**config.mk**
```make
export PLATFORM = sky130hd
export DESIGN_NAME = tx_slot_allocator_flat
export DESIGN_NICKNAME = d
export VERILOG_FILES = /design/src/rtl/tsa_pkg.sv /design/src/rtl/tsa_if.sv /design/src/rtl/tsa_scan.sv /design/src/rtl/tx_slot_allocator.sv /design/src/flat_wrapper.sv
export SDC_FILE = /design/constraint.sdc
export NUM_CORES = 1
export LEC_CHECK = 0
export BUFFER_PORTS_ARGS = -buffer_cell sky130_fd_sc_hd__buf_2
export CORE_MARGIN = 3
export CORE_UTILIZATION = 64
export DETAILED_ROUTE_END_ITERATION = 10
export PLACE_DENSITY = 0.81
export SLEW_MARGIN = 20
export SYNTH_ARGS = -nofsm -noshare
export SYNTH_HDL_FRONTEND = slang
export SYNTH_SLANG_ARGS = --single-unit
```
**constraint.sdc**
```tcl
create_clock -name clk -period 7 [get_ports clk]
set_clock_uncertainty 0.1 [all_clocks]
set_input_delay 0 -clock clk [delete_from_list [all_inputs] [get_ports clk]]
set_output_delay 0 -clock clk [all_outputs]
set_load 0.05 [all_outputs]
```
**src/rtl/tsa_pkg.sv**
```systemverilog
`default_nettype none
package tsa_pkg;

  localparam int QUEUE_SLOTS = 64;
  localparam int SLOT_W      = $clog2(QUEUE_SLOTS);
  localparam int CNT_W       = $clog2(QUEUE_SLOTS + 1);
  localparam int SCAN_W      = (QUEUE_SLOTS < 8) ? QUEUE_SLOTS : 8;
  localparam int OFF_W       = (SCAN_W > 1) ? $clog2(SCAN_W) : 1;
  localparam int SCAN_STEPS  = (QUEUE_SLOTS + SCAN_W - 1) / SCAN_W;
  localparam int STEP_W      = (SCAN_STEPS > 1) ? $clog2(SCAN_STEPS) : 1;

  localparam int ACTION_W   = 2;
  localparam int INDEX_W    = 6;
  localparam int GSLOT_W    = 6;
  localparam int FCOUNT_W   = 7;

  typedef enum logic [ACTION_W-1:0] {
    ACT_ALLOC   = 2'd0,
    ACT_RELEASE = 2'd1,
    ACT_FLUSH   = 2'd2,
    ACT_NOP     = 2'd3
  } action_t;

  typedef struct packed {
    logic             found;
    logic [OFF_W-1:0] offset;
  } scan_hit_t;

  function automatic logic [SLOT_W-1:0] slot_wrap(input logic [SLOT_W-1:0] base,
                                                   input logic [OFF_W:0]    step);
    logic [SLOT_W:0] sum;
    sum = {1'b0, base} + (SLOT_W + 1)'(step);
    if (sum >= (SLOT_W + 1)'(QUEUE_SLOTS)) begin
      sum = sum - (SLOT_W + 1)'(QUEUE_SLOTS);
    end
    return sum[SLOT_W-1:0];
  endfunction

endpackage
`default_nettype wire

```
**src/rtl/tsa_if.sv**
```systemverilog
`default_nettype none
interface tsa_req_if;
  logic                         valid;
  logic                         ready;
  logic [tsa_pkg::ACTION_W-1:0] action;
  logic [tsa_pkg::INDEX_W-1:0]  slot_index;

  modport source (output valid, output action, output slot_index, input ready);
  modport sink   (input valid, input action, input slot_index, output ready);
endinterface

interface tsa_rsp_if;
  logic                         valid;
  logic                         ready;
  logic                         granted;
  logic [tsa_pkg::GSLOT_W-1:0]  granted_slot;
  logic [tsa_pkg::FCOUNT_W-1:0] free_count;
  logic                         release_error;

  modport source (output valid, output granted, output granted_slot, output free_count,
                  output release_error, input ready);
  modport sink   (input valid, input granted, input granted_slot, input free_count,
                  input release_error, output ready);
endinterface
`default_nettype wire

```
**src/rtl/tsa_scan.sv**
```systemverilog
`default_nettype none
module tsa_scan (
  input  wire logic [tsa_pkg::SCAN_W-1:0] used,
  output tsa_pkg::scan_hit_t               hit
);
  import tsa_pkg::*;

  // The lowest free position in the window wins.
  always_comb begin
    hit.found  = 1'b0;
    hit.offset = '0;
    for (int k = SCAN_W - 1; k >= 0; k--) begin
      if (!used[k]) begin
        hit.found  = 1'b1;
        hit.offset = OFF_W'(k);
      end
    end
  end

endmodule
`default_nettype wire

```
**src/rtl/tx_slot_allocator.sv**
```systemverilog
`default_nettype none
// Release, flush and no-op beats go from idle to the done state, which loads the result
// register once it is free. Allocate beats first search eight slots of the used map per
// cycle through one shared window scanner, starting at the last grant.
// One beat is in flight at a time and the next is taken the cycle after the result register
// is loaded; a beat waits in the done state while an earlier result is not yet taken.
// Synchronous reset frees every slot, sets the free count to 64 and the search start to 0.
module tx_slot_allocator (
  input  wire logic clk,
  input  wire logic rst,
  tsa_req_if.sink   req,
  tsa_rsp_if.source rsp
);
  import tsa_pkg::*;

  typedef enum logic [2:0] {
    ST_IDLE = 3'b001,
    ST_SCAN = 3'b010,
    ST_DONE = 3'b100
  } state_t;

  state_t              state;
  logic [QUEUE_SLOTS-1:0] slot_used;
  logic [CNT_W-1:0]    free_slots;
  logic [SLOT_W-1:0]   search_start;
  logic [SLOT_W-1:0]   cursor;
  logic [STEP_W-1:0]   step;

  logic                res_granted;
  logic [SLOT_W-1:0]   res_slot;
  logic [CNT_W-1:0]    res_count;
  logic                res_error;

  logic                out_valid;
  logic                out_granted;
  logic [GSLOT_W-1:0]  out_slot;
  logic [FCOUNT_W-1:0] out_count;
  logic                out_error;

  logic [SCAN_W-1:0]   window;
  scan_hit_t           hit;
  logic [SLOT_W-1:0]   hit_slot;
  logic                accept;
  logic                rel_bad;
  logic [SLOT_W-1:0]   rel_slot;

  always_comb begin
    for (int k = 0; k < SCAN_W; k++) begin
      window[k] = slot_used[slot_wrap(cursor, (OFF_W + 1)'(k))];
    end
  end

  tsa_scan u_scan (
    .used (window),
    .hit  (hit)
  );

  assign hit_slot = slot_wrap(cursor, {1'b0, hit.offset});
  assign accept   = req.valid && req.ready;
  assign rel_slot = req.slot_index[SLOT_W-1:0];
  assign rel_bad  = (32'(req.slot_index) >= QUEUE_SLOTS) || !slot_used[rel_slot];

  assign req.ready         = (state == ST_IDLE);
  assign rsp.valid         = out_valid;
  assign rsp.granted       = out_granted;
  assign rsp.granted_slot  = out_slot;
  assign rsp.free_count    = out_count;
  assign rsp.release_error = out_error;

  always_ff @(posedge clk) begin
    if (rst) begin
      state        <= ST_IDLE;
      slot_used    <= '0;
      free_slots   <= CNT_W'(QUEUE_SLOTS);
      search_start <= '0;
      out_valid    <= 1'b0;
    end else begin
      if (out_valid && rsp.ready && state != ST_DONE) begin
        out_valid <= 1'b0;
      end
      case (state)
        ST_IDLE: begin
          if (accept) begin
            res_granted <= 1'b0;
            res_slot    <= '0;
            cursor      <= search_start;
            step        <= '0;
            case (action_t'(req.action))
              ACT_ALLOC: begin
                res_error <= 1'b0;
                res_count <= free_slots;
                state     <= ST_SCAN;
              end
              ACT_RELEASE: begin
                res_error <= rel_bad;
                state     <= ST_DONE;
                if (rel_bad) begin
                  res_count <= free_slots;
                end else begin
                  slot_used[rel_slot] <= 1'b0;
                  if (free_slots < CNT_W'(QUEUE_SLOTS)) begin
                    free_slots <= free_slots + 1'b1;
                    res_count  <= free_slots + 1'b1;
                  end else begin
                    res_count <= free_slots;
                  end
                end
              end
              ACT_FLUSH: begin
                res_error    <= 1'b0;
                slot_used    <= '0;
                free_slots   <= CNT_W'(QUEUE_SLOTS);
                search_start <= '0;
                res_count    <= CNT_W'(QUEUE_SLOTS);
                state        <= ST_DONE;
              end
              default: begin
                res_error <= 1'b0;
                res_count <= free_slots;
                state     <= ST_DONE;
              end
            endcase
          end
        end
        ST_SCAN: begin
          if (hit.found) begin
            slot_used[hit_slot] <= 1'b1;
            search_start        <= hit_slot;
            res_granted         <= 1'b1;
            res_slot            <= hit_slot;
            if (free_slots != '0) begin
              free_slots <= free_slots - 1'b1;
              res_count  <= free_slots - 1'b1;
            end
            state <= ST_DONE;
          end else if (step == STEP_W'(SCAN_STEPS - 1)) begin
            state <= ST_DONE;
          end else begin
            cursor <= slot_wrap(cursor, (OFF_W + 1)'(SCAN_W));
            step   <= step + 1'b1;
          end
        end
        ST_DONE: begin
          if (!out_valid || rsp.ready) begin
            out_valid   <= 1'b1;
            out_granted <= res_granted;
            out_slot    <= GSLOT_W'(res_slot);
            out_count   <= FCOUNT_W'(res_count);
            out_error   <= res_error;
            state       <= ST_IDLE;
          end
        end
        default: begin
          state <= ST_IDLE;
        end
      endcase
    end
  end

endmodule
`default_nettype wire
```
**src/flat_wrapper.sv**
```systemverilog
// flat-port wrapper written by rule: the top's interface ports become plain ports
module tx_slot_allocator_flat import tsa_pkg::*;
  (clk, rst, req_valid, req_action, req_slot_index, req_ready, rsp_valid, rsp_granted, rsp_granted_slot, rsp_free_count, rsp_release_error, rsp_ready);
  tsa_req_if req_i ();
  tsa_rsp_if rsp_i ();
  input  wire logic clk;
  input  wire logic rst;
  input wire logic [$bits(req_i.valid)-1:0] req_valid;
  input wire logic [$bits(req_i.action)-1:0] req_action;
  input wire logic [$bits(req_i.slot_index)-1:0] req_slot_index;
  output wire logic [$bits(req_i.ready)-1:0] req_ready;
  output wire logic [$bits(rsp_i.valid)-1:0] rsp_valid;
  output wire logic [$bits(rsp_i.granted)-1:0] rsp_granted;
  output wire logic [$bits(rsp_i.granted_slot)-1:0] rsp_granted_slot;
  output wire logic [$bits(rsp_i.free_count)-1:0] rsp_free_count;
  output wire logic [$bits(rsp_i.release_error)-1:0] rsp_release_error;
  input wire logic [$bits(rsp_i.ready)-1:0] rsp_ready;
  assign req_i.valid = req_valid;
  assign req_i.action = req_action;
  assign req_i.slot_index = req_slot_index;
  assign req_ready = req_i.ready;
  assign rsp_valid = rsp_i.valid;
  assign rsp_granted = rsp_i.granted;
  assign rsp_granted_slot = rsp_i.granted_slot;
  assign rsp_free_count = rsp_i.free_count;
  assign rsp_release_error = rsp_i.release_error;
  assign rsp_i.ready = rsp_ready;
  tx_slot_allocator u_core (.clk(clk), .rst(rst), .req(req_i), .rsp(rsp_i));
endmodule
```
==> results of run 1 <==
## registers in the layout, indices dropped and copies added, names as in the netlist
name	flops
u_core.rsp.valid	1
u_core.rsp.release_error	1
u_core.res_granted	1
u_core.res_slot	6
u_core.rsp.granted	1
u_core.search_start	6
u_core.rsp.granted_slot	6
u_core.rsp.free_count	7
u_core.res_error	1
u_core.slot_used	64
u_core.cursor	6
u_core.res_count	7
u_core.free_slots	7
u_core.state	3
u_core.step	3
## cells in the mapped netlist (10+ instances only)
cell	count
nor2_1	105
and2_1	11
inv_1	80
xnor2_1	25
mux4_2	82
nor2b_1	10
a221oi_1	42
a21o_1	27
edfxtp_1	39
clkbuf_1	56
buf_2	13
nor3b_1	10
o211ai_1	38
nor3_1	11
o2111ai_1	12
nand3_1	54
ha_1	21
o21ai_0	63
o2111a_1	10
mux2i_1	36
nand2_1	112
a21oi_1	53
dfxtp_1	81
## power groups by stage
stage	Combinational (W)	Clock, W	Sequential [W]
3_3_place_gp	0.000286	0	0.000757
6_report	0.000302	0.000924	0.000744
4_1_cts	0.000293	0.000918	0.000743
5_1_grt	0.000321	0.000951	0.000745
3_5_place_dp	0.000289	0	0.000758
2_1_floorplan	0.000227	0	0.000753
## repair_timing
action,4_1_cts,5_1_grt
setup endpoints to repair,0,0
setup buffers,0,0
hold buffers,3,0
resized for setup,0,0
endpoints found under the hold margin,3,0
## layer usage
layer / GRT usage, % / wire (um)
met4: 19.74 / 1942
met5: 0 / 0
met2: 53.44 / 14590
met3: 11.22 / 4804
met1: 51.28 / 12500
## cells in the final DEF, fill, tap and decap left out, types with 6 or more instances in the layout
cell,count
mux4_1,9
a221oi_1,42
ha_1,21
nor3b_1,9
edfxtp_1,39
o21ai_1,7
inv_1,80
clkbuf_16,17
o2111ai_1,12
nor3_1,10
o22ai_1,7
buf_4,9
o41ai_1,6
nand2b_1,8
nor2b_1,10
a21oi_1,53
nand2_1,112
dfxtp_1,81
o2111a_1,10
mux4_2,82
and2_1,11
nor2_1,104
o221ai_1,6
o211ai_1,38
xor2_1,7
a221o_1,8
a21o_1,27
buf_2,28
xnor2_1,25
and3b_1,6
nand4_1,6
mux2i_1,36
o21ai_0,63
nand3_1,54
## worst max-delay path: cells and delay by family, from the launching register on
kind                       cells  cell delay [ns]
xor gates and xnor gates       1             0.38
adders and majority gates      2             0.80
DFF                            1             0.37
AOI/OAI and AO/OA              5             0.89
muxes                          3             1.68
and+or+nand+nor                6             1.16
buffers and inverters          2             0.82
## area by class of cell
cell class                      count  share of cell area, %
Clock inverter                     15                  1.709
Clock buffer                       17                  3.774
Sequential cell                   120                  24.77
Tap cell                          216                  2.397
Inverter                           85                  2.841
Timing Repair Buffer               41                  2.209
Multi-Input combinational cell    864                  62.30
## through the flow
stage,util (%),power (W)
floorplan,-,0.0009801
global placement,66.33,0.001043
detailed placement,66.34,0.001047
CTS,70.39,0.001954
global route,70.46,0.002017
finish,70.46,0.001971
## cells by family after synthesis
family                     count (synthesis)
and+or+nand+nor                          357
AOI/OAI and AO/OA                        321
buffers and inverters                    174
muxes                                    132
DFF                                      120
xor gates and xnor gates                  32
adders and majority gates                 22
## path summary, 6_finish.rpt
check | startpoint | to | depth (start not counted)
min reg2reg | u_core.res_slot[4] | u_core.rsp.granted_slot[4] | 0
max | u_core.cursor[1] | u_core.slot_used[10] | 19
max reg2reg | u_core.cursor[1] | u_core.slot_used[10] | 19
min | req_action[1] | u_core.slot_used[43] | 4
==> impl_summary.log, run 1 <==
[metrics] run status: finished clean
[metrics] Post-DP Area: 10620 um2
[metrics] largest family of logic cells by synthesized area: multiplexers
[metrics] Num CTS Buffers: 17
[metrics] Yosys Warn Count: 0
[metrics] share of power burned in the clock network: 46.9%
[metrics] post-synthesis cell type count: 74
[metrics] H-tree levels: 4
[metrics] synthesized net count: 1192
[metrics] clock input transition at the sequential cells of the worst setup and hold paths: 0.06 ns
[metrics] CP peak stage delay: 0.63 ns
[metrics] Total Die Area: 18020 um2
[metrics] shortest clock period the worst path allows after layout: 6.340 ns
[metrics] portion of total power attributed to combinational logic: 15.3%
[metrics] port buffer count: 28
[metrics] overall fraction of global-route tracks in use: 37.33%
[metrics] clock tree root driver cell: clkbuf_16
[metrics] starting utilization of the core area: 65.80%
[metrics] Top FF cell, synth: dfxtp_1
[metrics] Switching Power: 0.0005738 W
[metrics] critical path, cell by cell: clkinv_1 -> ha_1 -> buf_4 -> mux4_1 -> mux4_1 -> mux4_2 -> nand4_1 -> a31oi_1 -> nor2_1 -> nor3_1 -> ha_1 -> a21o_1 -> a21oi_1 -> nand2b_1 -> xor2_1 -> nand2_1 -> nor2_1 -> o21ai_0 -> a221oi_1
[metrics] average wire per cell in the routed design: 24.92 um
[metrics] worst reg-to-reg setup slack: 0.66 ns
[metrics] Hold/Removal Path Class: in2reg
[metrics] worst hold slack across all endpoints: 0.09580 ns
[metrics] Final GP Congestion: 0.9961
[metrics] Max VDD drop: 0.1362 mV
[metrics] synthesized-area fraction occupied by ao, oa, aoi and oai cells: 21.67%
[metrics] Post-Route Setup TNS: 0 ns
[metrics] startpoint type of the worst setup path: flop
[metrics] maximum fanout encountered on the critical timing path: 36
[metrics] pre-CTS setup slack: 0.7008 ns
[metrics] width of the die: 134.3 um
[metrics] unrepaired setup endpoints after global routing: false
[metrics] Ant. Diodes: 0
[metrics] critical setup path kind: reg2reg
[metrics] die extent in y: 134.3 um
[metrics] total vias in the final route: 10170
[metrics] FILL cells: 1284
[metrics] post-synthesis share of cell area spent on full adders, half adders and majority gates: 2.686%
[metrics] leak pwr: 3.716 nW
[metrics] remaining global-route overflow: 0
[metrics] layout cells sized above 1: 15.59%
[metrics] first-pass GRT wire length: 52690 um
[metrics] number of synthesized register bits: 120
[metrics] part of the Yosys area used for sequential elements: 26.53%
[metrics] transition time at the pin with the least slew margin: 1.097 ns
[metrics] dominant cells by area after synthesis: mux4_2 18%, dfxtp_1 15%, edfxtp_1 11%
[metrics] proportion of synthesized area in mux cells: 23.75%
[metrics] number of enable flip-flop cells after synthesis: 39
[metrics] FF/Latch Area: 2793 um2
[metrics] antenna violations before repair: 0
[metrics] simple-gate area share of the yosys netlist: 15.83%
[metrics] total non-filler cell area in the finished layout: 11270 um2
[metrics] Core Region: 16000 um2
[metrics] PD cells: 174.8 nW/um2
[metrics] residual DRC count: 0
[metrics] Syn Area/Cell: 9.091 um2
[metrics] critical path endpoint category: flop
[metrics] clock network latency to the later pin of the worst-skew pair: 0.43 ns
[metrics] switching power as a share of total power: 29.12%
[metrics] Data required, critical path: 7.22 ns
[metrics] number of detailed-route iterations in the first pass: 8
[metrics] Finish-stage setup viols: 0
[metrics] number of cell rows: 46
[metrics] count of pins over their slew limit: 0
[metrics] post-route fraction of the period consumed by the critical path: 90.57%
[metrics] Synth area leader: mux4_2
[metrics] via-per-instance ratio: 7.487
[metrics] maximum buffer depth of the clock tree: 2
[metrics] Initial DRC Count: 1519
[metrics] CTS tree: yes
[metrics] number of global-route vias before repair: 9486
[metrics] remaining antenna violation count after routing: 0
[metrics] parity-gate share of the synthesized area counting xor and xnor cells: 2.662%
[metrics] Placed Instances: 1323
[metrics] aggregate routed wire length: 33840 um
[metrics] DP Wirelength: 22750 um
[metrics] Hold Vio Cnt, Final: 0
[metrics] Synth async-reset ratio: 0%
[metrics] arrival time of data at the critical path endpoint: 6.56 ns
[metrics] Max stage delay cell, worst path: mux4_1
[metrics] Top Ports: 29
[metrics] Max Cap Violations: 0
[metrics] Worst slew margin: 25.93%
[metrics] Seq pwr share: 37.8%
[metrics] area share of the largest cell type after synthesis: 17.54%
[metrics] area delta synth->final: 7.083%
[metrics] final std cells w/o fill: 1358
[metrics] post-synthesis cell area: 10530 um2
[metrics] clk sink count: 120
[metrics] Max Freq: 157.7 MHz
[metrics] maximum number of pins on one net before global-route repair: 129
[metrics] area used by multi-input combinational logic: 7023 um2
[metrics] final net count: 1163
[metrics] Internal Dissipation: 0.001397 W
[metrics] post-layout worst setup margin: 0.6602 ns
[metrics] cell count after synthesis: 1158
No activity file was read; power rests on OpenSTA's default activity.
==> run 2, diff against run 1 <==
- CORE_UTILIZATION: 64 -> 69
- PLACE_DENSITY: 0.81 -> 0.87
- clock period: 7 -> 7.6 ns (I/O delays scaled with it)
==> run 2 against run 1 <==
Global-route usage is 3.6 points higher. Sequential share of layout area is 0.21 points higher. Non-clock buffer count is 2 lower. Maximum frequency is 3.7% lower. Core utilization is 5.3 points higher. First-iteration DRC count is 36% higher. Worst hold slack worse by 0.084 ns. Critical path depth stayed put. Critical path type unchanged. Largest cell class unchanged.
==> impl_summary.log, run 2 (synthesis gave the netlist of run 1 again) <==
[metrics] run status: finished clean
[metrics] first-pass GRT wire length: 52600 um (-0.17%)
[metrics] total non-filler cell area in the finished layout: 11180 um2 (-0.84%)
[metrics] Hold Path End: u_core.state[1]
[metrics] count of pins over their slew limit: 0 (unchanged)
[metrics] width of the die: 129.5 um (-3.5%)
[metrics] leak pwr: 3.681 nW (-0.94%)
[metrics] Max Freq: 151.9 MHz (-3.7%)
[metrics] worst path buffer plus inverter count: 2 (unchanged)
[metrics] reg2reg start: u_core.cursor[0]
[metrics] Data required, critical path: 7.82 ns (+0.60 ns)
[metrics] number of stages on the worst hold path: 5 (+1)
[metrics] critical path, cell by cell: clkinv_1 -> ha_1 -> buf_4 -> mux4_1 -> mux4_1 -> mux4_2 -> nand4_1 -> a31oi_1 -> nor2_1 -> nor3_1 -> ha_1 -> a21o_1 -> a21oi_1 -> nand2b_1 -> xor2_1 -> nand2_1 -> nor2_1 -> o21ai_0 -> a221oi_1
[metrics] number of cell rows: 44 (-4.3%)
[metrics] Gates resized, CTS repair: 0 (unchanged)
[metrics] Finished Core Util: 75.76% (+5.3 points)
[metrics] overall fraction of global-route tracks in use: 40.93% (+3.6 points)
[metrics] maximum buffer depth of the clock tree: 2 (unchanged)
[metrics] DP Wirelength: 22570 um (-0.82%)
[metrics] remaining global-route overflow: 0 (unchanged)
[metrics] startpoint type of the worst setup path: flop
[metrics] Num CTS Buffers: 17 (unchanged)
[metrics] leading cell type in the layout, fill and taps excluded: nand2_1
[metrics] Post-Route Setup TNS: 0 ns (unchanged)
[metrics] total vias in the final route: 10270 (+0.96%)
[metrics] Finish-stage setup viols: 0 (unchanged)
[metrics] CTS tree: yes
[metrics] residual DRC count: 0 (unchanged)
[metrics] capture instance of the worst register-to-register path: u_core.slot_used[8]
[metrics] final std cells w/o fill: 1324 (-2.5%)
[metrics] setup bufs post-CTS: 0 (unchanged)
[metrics] critical setup path kind: reg2reg
[metrics] hold-fix buffer count after cts: 2 (-1)
[metrics] register ranked first by flip-flop count: u_core.slot_used
[metrics] Max Cap Violations: 0 (unchanged)
[metrics] average wire per cell in the routed design: 25.54 um (+2.5%)
[metrics] Max VDD drop: 0.1674 mV (+23%)
[metrics] CP peak stage delay: 0.66 ns (+0.03 ns)
[metrics] Total Die Area: 16780 um2 (-6.9%)
[metrics] number of global-route vias before repair: 9349 (-1.4%)
[metrics] via-per-instance ratio: 7.754 (+3.6%)
[metrics] remaining antenna violation count after routing: 0 (unchanged)
[metrics] Hold Vio Cnt, Final: 0 (unchanged)
[metrics] Max stage delay cell, worst path: mux4_1
[metrics] maximum number of pins on one net before global-route repair: 129 (unchanged)
[metrics] clk sink count: 120 (unchanged)
[metrics] number of detailed-route iterations in the first pass: 7 (-1)
[metrics] arrival time of data at the critical path endpoint: 6.81 ns (+0.25 ns)
[metrics] Worst slew margin: 36.07% (+10 points)
[metrics] clock input transition at the sequential cells of the worst setup and hold paths: 0.06 ns (about the same)
[metrics] final net count: 1161 (-0.17%)
[metrics] Placed Instances: 1290 (-2.5%)
[metrics] Final GP Congestion: 0.9927 (-0.34%)
[metrics] Crit path max-delay family: multiplexers
[metrics] Worst Hold Launch: req_action[1]
[metrics] layout cells sized above 1: 15.61% (+0.027 points)
[metrics] Initial DRC Count: 2069 (+36%)
[metrics] area delta synth->final: 6.180%
[metrics] r2r worst-path depth: 19 (unchanged)
[metrics] Core Region: 14750 um2 (-7.8%)
[metrics] H-tree levels: 4 (unchanged)
[metrics] Ant. Diodes: 0 (unchanged)
[metrics] unrepaired setup endpoints after global routing: false
[metrics] transition time at the pin with the least slew margin: 0.9520 ns (-0.1446 ns)
[metrics] clock network latency to the later pin of the worst-skew pair: 0.43 ns (about the same)
[metrics] post-route fraction of the period consumed by the critical path: 86.62% (-3.9 points)
[metrics] port buffer count: 28 (unchanged)
[metrics] maximum fanout encountered on the critical timing path: 36 (unchanged)
[metrics] PD cells: 157.4 nW/um2 (-10%)
[metrics] overall power consumption: 0.001759 W (-11%)
[metrics] aggregate routed wire length: 33810 um (about the same)
[metrics] antenna violations before repair: 0 (unchanged)
[metrics] shortest clock period the worst path allows after layout: 6.583 ns (+0.2434 ns)
[metrics] starting utilization of the core area: 71.35% (+5.6 points)
[metrics] critical path endpoint category: flop
[metrics] number of flip-flops in the largest register: 64 (unchanged)
[metrics] Hold/Removal Path Class: in2reg
[metrics] Top Ports: 29 (unchanged)
[metrics] Post-DP Area: 10570 um2 (-0.45%)
[metrics] worst reg-to-reg setup slack: 1.02 ns (+0.36 ns)
[metrics] die extent in y: 129.5 um (-3.5%)
[metrics] clock tree root driver cell: clkbuf_16
[metrics] commonest cells after routing, fill and taps aside: 112 x nand2_1, 104 x nor2_1, 82 x mux4_2, 81 x dfxtp_1, 80 x inv_1
## run 2: cell count changes in the layout (fill, tap and decap cells not counted), sizes merged
cell | before | now
dlygate4sd3 | 3 | 2
clkinvlp | 2 | 4
bufinv | 3 | 1
clkbuf | 17 | 18
clkinv | 10 | 9
buf | 38 | 37
## run 2: how the worst max path moves through the flow
| stage | cells after the start | from | to |
|---|---|---|---|
| after floorplan | 23 | u_core.cursor[0] | u_core.slot_used[48] |
| after global placement | 17 | u_core.cursor[0] | u_core.slot_used[16] |
| after detailed placement | 19 | u_core.cursor[0] | u_core.slot_used[8] |
| after CTS | 19 | u_core.cursor[0] | u_core.slot_used[8] |
| after global routing | 18 | u_core.cursor[0] | u_core.slot_used[28] |
| final | 19 | u_core.cursor[0] | u_core.slot_used[8] |
## run 2: metrics by stage
stage	hold slack [ns]	worst slack (ns)
floorplan	0.08425	1.743
global placement	0.2230	1.427
detailed placement	0.2424	1.210
CTS	0.01154	1.180
global route	0.06251	0.6192
finish	0.01180	1.017
## run 2: layout make-up
cell class,instances,area (um2)
flip-flops and latches,120,2793
inverters,85,320.3
clock inverters,14,143.9
well taps,184,230.2
repair buffers,39,231.5
multi-input cells,864,7030
clock buffers,18,429.2
fillers,1064,3576
## run 2: where the power goes
group / leakage, nW / internal (W) / switching (W)
registers: 1.02 / 0.000672 / 0.0000131
clock network: 0.267 / 0.000457 / 0.000335
logic: 2.40 / 0.0000915 / 0.000190
## run 2: worst reg2reg max path, cell delays in order (launching register included)
cell and delay, ns:
edfxtp_1 0.35, clkinv_1 0.36, ha_1 0.44, buf_4 0.46, mux4_1 0.67, mux4_1 0.54
mux4_2 0.52, nand4_1 0.14, a31oi_1 0.05, nor2_1 0.11, nor3_1 0.08, ha_1 0.34
a21o_1 0.17, a21oi_1 0.31, nand2b_1 0.21, xor2_1 0.66, nand2_1 0.40, nor2_1 0.18
o21ai_0 0.11, a221oi_1 0.29
## run 2: per-layer routing
metal,GRT usage (%),share of wire (%),wire [um],vias up
met5,0,0,0,-
met4,20.90,5.9,1992,0
met3,11.87,16,5248,182
met2,58.05,43,14440,895
met1,57.40,36,12140,4825
li1,-,-,-,4364
